==> config.mk <==
export PLATFORM = sky130hd
export DESIGN_NAME = bounded_multiset_rank_table_top_flat
export DESIGN_NICKNAME = d
export VERILOG_FILES = /design/src/rtl/core/bmrt_pkg.sv /design/src/rtl/core/bmrt_in_if.sv /design/src/rtl/core/bmrt_out_if.sv /design/src/rtl/core/bmrt_ctrl.sv /design/src/rtl/core/bmrt_datapath.sv /design/src/rtl/core/bounded_multiset_rank_table_top.sv /design/src/flat_wrapper.sv
export SDC_FILE = /design/constraint.sdc
export NUM_CORES = 2
export LEC_CHECK = 0
export CAP_MARGIN = 20
export CORE_ASPECT_RATIO = 1.5
export CORE_UTILIZATION = 30
export CTS_CLUSTER_DIAMETER = 80
export DETAILED_ROUTE_END_ITERATION = 10
export DONT_BUFFER_PORTS = 1
export GPL_TIMING_DRIVEN = 0
export PLACE_DENSITY = 0.56
export REMOVE_ABC_BUFFERS = 1
export SLEW_MARGIN = 10
export SYNTH_ARGS = -nofsm -noshare
export SYNTH_HDL_FRONTEND = slang
export SYNTH_SLANG_ARGS = --single-unit
==> constraint.sdc <==
create_clock -name clk -period 7.8 [get_ports clk]
set_input_delay 1.56 -clock clk [delete_from_list [all_inputs] [get_ports clk]]
set_output_delay 1.56 -clock clk [all_outputs]
set_load 0.005 [all_outputs]
==> src/rtl/core/bmrt_pkg.sv <==
package bmrt_pkg;

	localparam int unsigned DEPTH = 16;
	localparam int unsigned IDX_W = (DEPTH > 1) ? $clog2(DEPTH) : 1;
	localparam int unsigned CNT_W = 5;
	localparam int unsigned VAL_W = 32;

	typedef enum logic [1:0] {
		FN_ADD    = 2'd0,
		FN_REMOVE = 2'd1,
		FN_LESS   = 2'd2,
		FN_PARITY = 2'd3
	} func_t;

	typedef enum logic [1:0] {
		ST_OK       = 2'd0,
		ST_FULL     = 2'd1,
		ST_EMPTY    = 2'd2,
		ST_NOTFOUND = 2'd3
	} status_t;

	typedef struct packed {
		logic load;
		logic exec;
		logic publish;
	} bmrt_cmd_t;

	// two-level count: groups of four, then sum of groups
	function automatic logic [CNT_W-1:0] count_flags(input logic [DEPTH-1:0] f);
		logic [CNT_W-1:0] total;
		logic [2:0]       part;
		total = '0;
		for (int g = 0; g < DEPTH; g += 4) begin
			part = '0;
			for (int k = 0; k < 4; k++) begin
				if (g + k < DEPTH) begin
					part = part + {2'b00, f[g+k]};
				end
			end
			total = total + CNT_W'(part);
		end
		return total;
	endfunction

endpackage

==> src/rtl/core/bmrt_in_if.sv <==
interface bmrt_in_if;
	logic                      valid;
	logic                      ready;
	logic [1:0]                func;
	logic signed [bmrt_pkg::VAL_W-1:0] value;

	modport source (output valid, output func, output value, input ready);
	modport sink (input valid, input func, input value, output ready);
endinterface

==> src/rtl/core/bmrt_out_if.sv <==
interface bmrt_out_if;
	logic                        valid;
	logic                        ready;
	logic [1:0]                  status;
	logic [bmrt_pkg::CNT_W-1:0]  tally;
	logic [bmrt_pkg::CNT_W-1:0]  occupancy;

	modport source (output valid, output status, output tally, output occupancy, input ready);
	modport sink (input valid, input status, input tally, input occupancy, output ready);
endinterface

==> src/rtl/core/bmrt_ctrl.sv <==
module bmrt_ctrl (
	input  logic                clk,
	input  logic                arst_n,
	input  logic                in_valid,
	output logic                in_ready,
	input  logic                out_ready,
	output logic                out_valid,
	output bmrt_pkg::bmrt_cmd_t cmd
);

	typedef enum logic [2:0] {
		S_IDLE = 3'b001,
		S_EXEC = 3'b010,
		S_SUM  = 3'b100
	} state_t;

	state_t state_q, state_d;
	logic   out_valid_q;
	logic   out_free;

	assign out_free    = !out_valid_q || out_ready;
	assign in_ready    = (state_q == S_IDLE) || ((state_q == S_SUM) && out_free);
	assign cmd.load    = in_valid && in_ready;
	assign cmd.exec    = (state_q == S_EXEC);
	assign cmd.publish = (state_q == S_SUM) && out_free;
	assign out_valid   = out_valid_q;

	always_comb begin
		state_d = state_q;
		unique case (state_q)
			S_IDLE: begin
				if (cmd.load) state_d = S_EXEC;
			end
			S_EXEC: begin
				state_d = S_SUM;
			end
			S_SUM: begin
				if (cmd.publish) state_d = cmd.load ? S_EXEC : S_IDLE;
			end
			default: state_d = S_IDLE;
		endcase
	end

	always_ff @(posedge clk or negedge arst_n) begin
		if (!arst_n) begin
			state_q     <= S_IDLE;
			out_valid_q <= 1'b0;
		end else begin
			state_q <= state_d;
			if (cmd.publish) begin
				out_valid_q <= 1'b1;
			end else if (out_ready) begin
				out_valid_q <= 1'b0;
			end
		end
	end

endmodule

==> src/rtl/core/bmrt_datapath.sv <==
module bmrt_datapath (
	input  logic                              clk,
	input  logic                              arst_n,
	input  bmrt_pkg::bmrt_cmd_t               cmd,
	input  logic [1:0]                        func,
	input  logic signed [bmrt_pkg::VAL_W-1:0] value,
	output logic [1:0]                        status,
	output logic [bmrt_pkg::CNT_W-1:0]        tally,
	output logic [bmrt_pkg::CNT_W-1:0]        occupancy
);

	localparam int unsigned D  = bmrt_pkg::DEPTH;
	localparam int unsigned CW = bmrt_pkg::CNT_W;

	logic [1:0]                        func_q;
	logic signed [bmrt_pkg::VAL_W-1:0] key_q;
	logic signed [bmrt_pkg::VAL_W-1:0] entries_q [D];
	logic [$clog2(D+1)-1:0]            fill_q;

	logic [D-1:0] flags_s1;
	logic [1:0]   status_s1;

	logic [1:0]    status_q;
	logic [CW-1:0] tally_q;
	logic [CW-1:0] occupancy_q;

	logic [D-1:0] occ, nz, eq, lt, par, match, first, tail;
	logic         full, empty, do_add, do_rm;

	assign status    = status_q;
	assign tally     = tally_q;
	assign occupancy = occupancy_q;

	always_comb begin
		for (int i = 0; i < D; i++) begin
			occ[i] = ($clog2(D+1))'(i) < fill_q;
			nz[i]  = entries_q[i] != '0;
			eq[i]  = entries_q[i] == key_q;
			lt[i]  = entries_q[i] < key_q;
			par[i] = entries_q[i][0] == key_q[0];
		end
		match  = occ & eq;
		// lowest matching slot, then every slot from it upward
		first  = match & (~match + D'(1));
		tail   = ~(first - D'(1));
		full   = fill_q >= ($clog2(D+1))'(D);
		empty  = fill_q == '0;
		do_add = (func_q == bmrt_pkg::FN_ADD) && !full;
		do_rm  = (func_q == bmrt_pkg::FN_REMOVE) && !empty && (match != '0);
	end

	always_ff @(posedge clk) begin
		if (cmd.load) begin
			func_q <= func;
			key_q  <= value;
		end
		if (cmd.exec) begin
			unique case (func_q)
				bmrt_pkg::FN_ADD: begin
					status_s1 <= full ? bmrt_pkg::ST_FULL : bmrt_pkg::ST_OK;
					flags_s1  <= '0;
				end
				bmrt_pkg::FN_REMOVE: begin
					status_s1 <= empty ? bmrt_pkg::ST_EMPTY :
					             (match == '0) ? bmrt_pkg::ST_NOTFOUND : bmrt_pkg::ST_OK;
					flags_s1  <= '0;
				end
				bmrt_pkg::FN_LESS: begin
					status_s1 <= bmrt_pkg::ST_OK;
					flags_s1  <= occ & nz & lt;
				end
				default: begin
					status_s1 <= bmrt_pkg::ST_OK;
					flags_s1  <= occ & nz & par;
				end
			endcase
		end
		if (cmd.publish) begin
			status_q    <= status_s1;
			tally_q     <= bmrt_pkg::count_flags(flags_s1);
			occupancy_q <= CW'(fill_q);
		end
	end

	always_ff @(posedge clk or negedge arst_n) begin
		if (!arst_n) begin
			fill_q <= '0;
			for (int i = 0; i < D; i++) begin
				entries_q[i] <= '0;
			end
		end else if (cmd.exec) begin
			if (do_add) begin
				fill_q <= fill_q + 1'b1;
				for (int i = 0; i < D; i++) begin
					if (fill_q == ($clog2(D+1))'(i)) entries_q[i] <= key_q;
				end
			end else if (do_rm) begin
				fill_q <= fill_q - 1'b1;
				// slots above the fill are zero, so the last one pulls in zero
				for (int i = 0; i < D; i++) begin
					if (tail[i]) entries_q[i] <= (i + 1 < D) ? entries_q[(i+1) % D] : '0;
				end
			end
		end
	end

endmodule

==> src/rtl/core/bounded_multiset_rank_table_top.sv <==
// Bounded multiset with rank count.
// Input channel in_ch carries func and value; output channel out_ch carries
// status, tally and occupancy. Both use valid/ready; a transfer happens on a
// rising edge with valid and ready high. Every input transfer yields exactly
// one output transfer, in order.
// Each taken item passes through S_EXEC and then S_SUM; a new item is taken
// in S_IDLE or while S_SUM hands on its result, never in S_EXEC. S_EXEC
// compares the key against all 16 slots and applies the add, the shift-down
// remove or the flagging; S_SUM counts the flagged slots into the output register.
// The output register parts the two sides: while a result waits, the next
// item is still taken and worked on; it stalls in S_SUM only until the
// waiting result is transferred, and in_ch.ready drops meanwhile.
// Reset (arst_n low) empties the set, clears all slots and drops out_ch.valid;
// the block takes items in the first cycle after reset is released.
module bounded_multiset_rank_table_top (
	input logic         clk,
	input logic         arst_n,
	bmrt_in_if.sink     in_ch,
	bmrt_out_if.source  out_ch
);

	bmrt_pkg::bmrt_cmd_t cmd;

	bmrt_ctrl u_ctrl (
		.clk       (clk),
		.arst_n    (arst_n),
		.in_valid  (in_ch.valid),
		.in_ready  (in_ch.ready),
		.out_ready (out_ch.ready),
		.out_valid (out_ch.valid),
		.cmd       (cmd)
	);

	bmrt_datapath u_dp (
		.clk       (clk),
		.arst_n    (arst_n),
		.cmd       (cmd),
		.func      (in_ch.func),
		.value     (in_ch.value),
		.status    (out_ch.status),
		.tally     (out_ch.tally),
		.occupancy (out_ch.occupancy)
	);

	a_occ_bound: assert property (@(posedge clk) disable iff (!arst_n)
		out_ch.valid |-> out_ch.occupancy <= bmrt_pkg::CNT_W'(bmrt_pkg::DEPTH))
		else $error("occupancy above capacity");

	a_tally_bound: assert property (@(posedge clk) disable iff (!arst_n)
		out_ch.valid |-> out_ch.tally <= out_ch.occupancy)
		else $error("tally above occupancy");

	a_err_no_tally: assert property (@(posedge clk) disable iff (!arst_n)
		(out_ch.valid && out_ch.status != bmrt_pkg::ST_OK) |-> out_ch.tally == '0)
		else $error("error status with nonzero tally");

	a_full_status: assert property (@(posedge clk) disable iff (!arst_n)
		(out_ch.valid && out_ch.status == bmrt_pkg::ST_FULL)
		|-> out_ch.occupancy == bmrt_pkg::CNT_W'(bmrt_pkg::DEPTH))
		else $error("full status below capacity");

	a_empty_status: assert property (@(posedge clk) disable iff (!arst_n)
		(out_ch.valid && out_ch.status == bmrt_pkg::ST_EMPTY) |-> out_ch.occupancy == '0)
		else $error("empty status with entries present");

endmodule
==> src/flat_wrapper.sv <==
// flat-port wrapper written by rule: the top's interface ports become plain ports
module bounded_multiset_rank_table_top_flat 
  (clk, arst_n, in_ch_valid, in_ch_func, in_ch_value, in_ch_ready, out_ch_valid, out_ch_status, out_ch_tally, out_ch_occupancy, out_ch_ready);
  bmrt_in_if in_ch_i ();
  bmrt_out_if out_ch_i ();
  input logic clk;
  input logic arst_n;
  input wire logic [$bits(in_ch_i.valid)-1:0] in_ch_valid;
  input wire logic [$bits(in_ch_i.func)-1:0] in_ch_func;
  input wire logic [$bits(in_ch_i.value)-1:0] in_ch_value;
  output wire logic [$bits(in_ch_i.ready)-1:0] in_ch_ready;
  output wire logic [$bits(out_ch_i.valid)-1:0] out_ch_valid;
  output wire logic [$bits(out_ch_i.status)-1:0] out_ch_status;
  output wire logic [$bits(out_ch_i.tally)-1:0] out_ch_tally;
  output wire logic [$bits(out_ch_i.occupancy)-1:0] out_ch_occupancy;
  input wire logic [$bits(out_ch_i.ready)-1:0] out_ch_ready;
  assign in_ch_i.valid = in_ch_valid;
  assign in_ch_i.func = in_ch_func;
  assign in_ch_i.value = in_ch_value;
  assign in_ch_ready = in_ch_i.ready;
  assign out_ch_valid = out_ch_i.valid;
  assign out_ch_status = out_ch_i.status;
  assign out_ch_tally = out_ch_i.tally;
  assign out_ch_occupancy = out_ch_i.occupancy;
  assign out_ch_i.ready = out_ch_ready;
  bounded_multiset_rank_table_top u_core (.clk(clk), .arst_n(arst_n), .in_ch(in_ch_i), .out_ch(out_ch_i));
endmodule
After elaboration in Yosys (flattened, before gate mapping)
Cells that the tools add are included.

Register bits after elaboration: 585. Input bits: 38.

Add/subtract/negate cells: 19. $lt $le $gt $ge: 33. Eq/ne operators: 70. Mux-type cells: 63. Bitwise operators: 7. Reduce and logical (&&, ||, !) cells: 67.

Operators by type and width (number): 32-bit 2-to-1 mux (32); 512-bit 2-to-1 mux (2); 32-bit == test (16); 32-bit less-than comparator (16); 32-bit nonzero test (16); 16-bit bitwise AND (5); 4-bit AND reduction (16); 3-bit 2-to-1 mux (18); 5-bit by 4-bit == test with 1-bit output (second input constant) (8); 4-bit by 5-bit less-than comparator with 1-bit output (first input constant) (8); 3-bit by 1-bit adder with 3-bit output (12); 2-bit nonzero test (18); 2-bit by 1-bit inequality test with 1-bit output (second input constant) (16); 16-bit inverter (2); 16-bit one-hot mux with 2 select lines (1); 5-bit by 3-bit == test with 1-bit output (second input constant) (4); 3-bit by 5-bit less-than comparator with 1-bit output (first input constant) (4); 16-bit by 1-bit adder with 16-bit output (second input constant) (1); 1-bit == test (16); 16-bit zero test (1); 16-bit nonzero test (1); 16-bit by 1-bit subtractor with 16-bit output (second input constant) (1); 5-bit by 2-bit == test with 1-bit output (second input constant) (2); 1-bit by 5-bit less-than comparator with 1-bit output (first input constant) (2); other kinds (26) (41).

Depth between registers and ports, before layout
Word-level depth: 13. Mapped depth: 13. Gate-level depth less buffers: 11.

Cells and area by module
Synthesis repeated with hierarchy kept, for this count alone.

Cell total of the unflattened synthesis: 4178. Area, all modules: 38665.8 sq um.

Modules (own cells, without submodules): bmrt_datapath (times used 1, cells each 4155, area an instance 38448.1 sq um, seq. area each 14859.3 sq um); bmrt_ctrl (times used 1, cells each 23, area an instance 217.7 sq um, seq. area each 101.3 sq um).

Least setup slack after synthesis
OpenSTA, ideal clock, no wires.

Path kind: register -> register. Start point: register u_core.u_dp.flags_s1[0]. End point: register u_core.u_dp.tally_q[2] (netlist: u_core.u_dp.tally[2]), data pin. Setup time: 250 ps. Arrival time: 3360 ps. Required time: 7550 ps. Setup slack: 4190 ps. Stages on the path, launching flop included: 12. Path buffers: 0. Path through: edfxtp_1 > fa_1 > ha_1 > inv_1 > fa_1 > inv_1 > fa_1 > fa_1 > ha_1 > inv_1 > fa_1 > inv_1.

Cells in the longest elaborated chain, start to end: 10.

Ends and longest elaborated chain: start, declared (line bmrt_datapath.sv:20) `logic [D-1:0] flags_s1;`; start signal, assigned (line bmrt_datapath.sv:70) `flags_s1 <= occ & nz & lt;`; start signal, assigned (line bmrt_datapath.sv:74) `flags_s1 <= occ & nz & par;`; 3-bit 2-to-1 mux (line bmrt_datapath.sv:78) `if (cmd.publish) begin`; 3-bit by 1-bit adder with 3-bit output (line bmrt_pkg.sv:37) `part = part + {2'b00, f[g+k]};`; 3-bit 2-to-1 mux (line bmrt_datapath.sv:78); 3-bit by 1-bit adder with 3-bit output (line bmrt_pkg.sv:37); 3-bit 2-to-1 mux (line bmrt_datapath.sv:78); 3-bit by 1-bit adder with 3-bit output (line bmrt_pkg.sv:37); 3-bit 2-to-1 mux (line bmrt_datapath.sv:78); 3-bit by 3-bit adder with 4-bit output (line bmrt_pkg.sv:40) `total = total + CNT_W'(part);`; 4-bit by 3-bit adder with 5-bit output (line bmrt_pkg.sv:40); 5-bit by 3-bit adder with 5-bit output (line bmrt_pkg.sv:40); end signal, assigned (line bmrt_datapath.sv:80) `tally_q <= bmrt_pkg::count_flags(flags_s1);`; end, declared (line bmrt_datapath.sv:24) `logic [CW-1:0] tally_q;`.

Every way passes these cells. The select of a mux whose other input is x is not followed. A chain may end at the register's enable or synchronous reset.

Final worst setup path
Start point: register u_core.u_dp.key_q[31] (netlist name). End point: register u_core.u_dp.entries_q[101] (netlist name).

Cells in the longest elaborated chain, start to end: 9.

Ends and longest elaborated chain: start, declared (line bmrt_datapath.sv:16) `logic signed [bmrt_pkg::VAL_W-1:0] key_q;`; start signal, assigned (line bmrt_datapath.sv:55) `key_q <= value;`; 32-bit == test (line bmrt_datapath.sv:38) `eq[i] = entries_q[i] == key_q;`; 16-bit bitwise AND (*) (line bmrt_datapath.sv:42) `match = occ & eq;`; 16-bit inverter (line bmrt_datapath.sv:44) `first = match & (~match + D'(1));`; 16-bit by 1-bit adder with 16-bit output (line bmrt_datapath.sv:44); 16-bit bitwise AND (line bmrt_datapath.sv:44); 16-bit by 1-bit subtractor with 16-bit output (line bmrt_datapath.sv:45) `tail = ~(first - D'(1));`; 16-bit inverter (line bmrt_datapath.sv:45); 2-bit nonzero test (no line); 4-bit AND reduction (no line) (*); end signal, assigned by index (line bmrt_datapath.sv:95) `if (fill_q == ($clog2(D+1))'(i)) entries_q[i] <= key_q;`; end signal, assigned by index (line bmrt_datapath.sv:101) `if (tail[i]) entries_q[i] <= (i + 1 < D) ? entries_q[(i+1) % D] : '0;`; end, declared (line bmrt_datapath.sv:17) `logic signed [bmrt_pkg::VAL_W-1:0] entries_q [D];`.

Every way passes the cells marked *; elsewhere a longest branch is shown, timed or not.

==> metrics.md <==
| Metric | Value |
|---|---|
| Final worst path period share | 0.714 |
| Worst EP required | 8.39 ns |
| FMAX | 0.179 GHz |
| Post-route ant nets | 0 |
| CP top delay family | simple AND/OR/NAND/NOR gates |
| CTS tree | yes |
| Status | finished, violations left |
| Die outline area | 133000 sq um |
| CP max FO | 34 |
| Min-Delay Path Class | reg2reg |
| Wire length per cell | 25.3 um |
| Worst path depth | 12 |
| Layout cells sized above 1 | 0.0759 |
| Number of buffers added on ports | 0 |
| Initial antenna violation count | 2 |
| Placed inst area | 42500 sq um |
| Top-area cell type share of the netlist area | 0.329 |
| Slew headroom | -0.224 |
| CP Cell Sequence | inv_2, ha_1, nand3_1, nor3_1, nand4_1, nand3_1, nor4_4, o21ai_4, buf_16, buf_12, nand2_2, mux2i_1 |
| Multi-input logic area | 22200 sq um |
| RSZ-0062 raised after global routing | no |
| Die span in y | 447 um |
| Top Ports | 52 |
| Most Frequent Cell on Critical Path | nand3_1 |
| Synth top area cells | dfrtp_1 (33%), ha_1 (17%), mux2i_1 (9.8%), a21oi_1 (8.9%), edfxtp_1 (4.9%) |
| Fraction of registers with async set or reset after synthesis | 0.891 |
| Slowest CP cell | nor3_1 |
| Worst EP arrival | around 6 ns |
| Slew Limit Fails | 145 |
| Dpl hpwl | ~110000 um |
| Worst vdd ir | 0.000168 V |
| Largest stage delay, worst path | 0.94 ns |
| Post-Route WL | 146000 um |
| Vias after detailed routing | 32500 |
| Area delta synth->final | 12.7% |
| Worst slew pin tran | ~1.8 ns |
| Max-cap violation count | 0 |
| First-pass GRT wire length | approximately 220000 um |
| Nets | ~4600 |
| Mapped Avg Cell Area | about 10 sq um |
| Yosys cell types | 76 |
| Number of global-route vias before repair | 32900 |
| Largest area contributor in the netlist | dfrtp_1 |
| Worst r2r src | u_core.u_dp.key_q[31]$_DFFE_PP_ |
| Rows | 162 |
| Total Routing Usage GR | 0.215 |
| Mapped cell area | about 40000 sq um |
| Worst-path clk slew | around 0.06 ns |
| CTS HTree Levels | 2 |
| Pin count of the biggest net entering global routing | 522 |
| Starting density of the core | 0.303 |
| Leakage | 21.8 nW |
| Final Hold Slack | approximately 0.51 ns |
| Clock latency on the worst-skew pair | roughly 0.7 ns |
| Crit start category | register |
| Hold Startpoint | u_core.u_dp.status_s1[1]$_DFFE_PP_ |
| Clock Skew | roughly 0.033 ns |
| Post-synth EDFFs | 64 |
| CP Class | reg2reg |
| Pwr per Cell Area | 253 nW/um^2 |
| Failing checks | max-slew violations |
| # hold bufs at CTS | 0 |
| Post-route design area | approximately 45000 sq um |
| FILL cells | 13300 |
| Sink Count | 585 |
| Minimum clock period | 5.57 ns |
| Worst setup path startpoint | u_core.u_dp.key_q[31]$_DFFE_PP_ |
| Clock root buffer | clkbuf_16 |
| CTS Buffer Depth | 3 |
| Post-synth top flop | dfrtp_1 |
| DRC | 0 |
| Final setup fails | 0 |
| First-pass DRT Iterations | 8 |
| Die Wd | 299 um |
| Total CTS buffers | 60 |
| Mapped Cells | approximately 4000 |
| Via density | roughly 5.6 |
| Postcts setup bufs | 0 |
| CP Capture Type | register |
| Placer's final routability congestion estimate | 0.939 |
| Post-cts sizing count | 0 |
| Gr ovfl total | 0 |
| Worst Path Buf+Inv | 3 |
| Register area share after synthesis | 0.378 |
| Final hold violations | 0 |
| FF+latch area | 15000 sq um |
| Hold Crit Depth | 0 |
| Yosys warns | 0 |
| Starting DRT DRC Count | 2292 |
| #FFs+latches synth | 585 |
| CORE AREA | 131000 sq um |
| Worst R2R Path Depth | 12 |
==> worst register-to-register path, cell delays in order, from the launching register on <==
cell,delay (ns)
edfxtp_1,0.37
inv_2,0.56
ha_1,0.38
nand3_1,0.11
nor3_1,0.94
nand4_1,0.50
nand3_1,0.31
nor4_4,0.08
o21ai_4,0.68
buf_16,0.26
buf_12,0.21
nand2_2,0.64
mux2i_1,0.44
==> area by class of cell <==
class / count / share of cell area
inverter: 450 / 0.0379
multi-input combinational: 2829 / 0.498
tap: 1722 / 0.0483
clock buffer: 77 / 0.0378
timing repair buffer: 68 / 0.0321
antenna: 2 / 0.000112
sequential: 585 / 0.335
clock inverter: 36 / 0.0103
==> registers in the layout (all words and copies together) (netlist names) <==
name and cells:
u_core.u_dp.flags_s1 16, u_core.u_dp.occupancy 5, u_core.u_dp.key_q 32, u_core.u_dp.fill_q 5, u_core.u_ctrl.state_q 3, u_core.u_dp.func_q 2
u_core.u_dp.tally 5, u_core.u_dp.status 2, u_core.u_dp.entries_q 512, u_core.u_dp.status_s1 2, u_core.u_ctrl.out_valid 1
==> where the power goes <==
group / leakage [nW] / switching [mW] / internal (mW) / total, mW
Sequential: 7.84 / 0.460 / 3.44 / 3.90
Combinational: 12.9 / 2.71 / 1.42 / 4.13
Clock: 1.05 / 1.39 / 1.86 / 3.25
==> cells by family after synthesis <==
group / share of synthesized area
xor+xnor: 0.00111
flops: 0.378
compound gates: 0.177
fa+ha+maj: 0.176
buf+inv: 0.0683
mux: 0.109
simple gates: 0.0918
==> layout by cell type, fill, tap and decap left out, types with 6 or more instances in the layout <==
| master | synthesis | layout |
|---|---|---|
| a211oi_1 | 22 | 22 |
| a21o_1 | 154 | 154 |
| a21oi_1 | 701 | 701 |
| a31oi_1 | 109 | 109 |
| and3_1 | 7 | 7 |
| buf_12 | 0 | 14 |
| buf_16 | 0 | 33 |
| buf_4 | 14 | 8 |
| buf_8 | 0 | 12 |
| bufinv_16 | 0 | 10 |
| clkbuf_1 | 115 | 6 |
| clkbuf_16 | 0 | 61 |
| clkbuf_8 | 0 | 10 |
| clkinv_2 | 0 | 14 |
| dfrtp_1 | 520 | 520 |
| edfxtp_1 | 64 | 64 |
| fa_1 | 14 | 14 |
| ha_1 | 533 | 533 |
| inv_1 | 449 | 422 |
| inv_2 | 1 | 28 |
| mux2_2 | 36 | 36 |
| mux2i_1 | 389 | 389 |
| nand2_1 | 73 | 72 |
| nand2b_1 | 14 | 14 |
| nand3_1 | 35 | 35 |
| nand4_1 | 162 | 162 |
| nor2_1 | 104 | 73 |
| nor2_2 | 1 | 7 |
| nor2_4 | 0 | 25 |
| nor2b_1 | 36 | 34 |
| nor3_1 | 38 | 36 |
| nor3b_1 | 8 | 6 |
| nor4_1 | 144 | 144 |
| o211a_1 | 10 | 10 |
| o211ai_1 | 14 | 14 |
| o21a_1 | 30 | 29 |
| o21ai_0 | 94 | 94 |
| o21ai_4 | 1 | 6 |
| o31ai_1 | 9 | 9 |
==> layer usage <==
metal,up-vias,GRT usage,part of all wire
met5,-,0,0
li1,14800,-,-
met3,483,0.0219,0.034
met2,967,0.392,0.51
met1,16200,0.230,0.37
met4,0,0.158,0.084
==> path summary, 6_finish.rpt <==
kind	end	slack [ns]
worst max-delay path	u_core.u_dp.entries_q[101]$_DFFE_PN0P_	2.23
worst min-delay path	u_core.u_dp.status[1]$_DFFE_PP_	0.51
worst max register to register	u_core.u_dp.entries_q[101]$_DFFE_PN0P_	2.23
worst min register to register	u_core.u_dp.status[1]$_DFFE_PP_	0.51
max in group asynchronous	u_core.u_dp.entries_q[461]$_DFFE_PN0P_	5.76
min in group asynchronous	u_core.u_dp.entries_q[210]$_DFFE_PN0P_	0.62
==> cell usage after synthesis (35+ instances only) <==
library cell,n
o21ai_0,94
mux2_2,36
nor2b_1,36
nand3_1,35
nor4_1,144
nor2_1,104
nand4_1,162
a31oi_1,109
nor3_1,38
clkbuf_1,115
inv_1,449
edfxtp_1,64
a21oi_1,701
nand2_1,73
dfrtp_1,520
a21o_1,154
mux2i_1,389
ha_1,533
==> metrics by stage <==
stage / total power, mW / setup slack (ns) / utilization / TNS [ns] / instances
2_1_floorplan: 6.14 / -5.10 / - / -2005.29 / 3864
3_3_place_gp: 7.85 / -19.51 / 0.312 / -8690.27 / 5586
3_5_place_dp: 8.01 / 2.56 / 0.325 / 0 / 5654
4_1_cts: 11.3 / 2.57 / 0.342 / 0 / 5767
5_1_grt: 11.8 / 2.13 / 0.342 / 0 / 5768
6_report: 11.3 / 2.23 / 0.342 / 0 / 5769
Power figures use the tool's default switching activity.
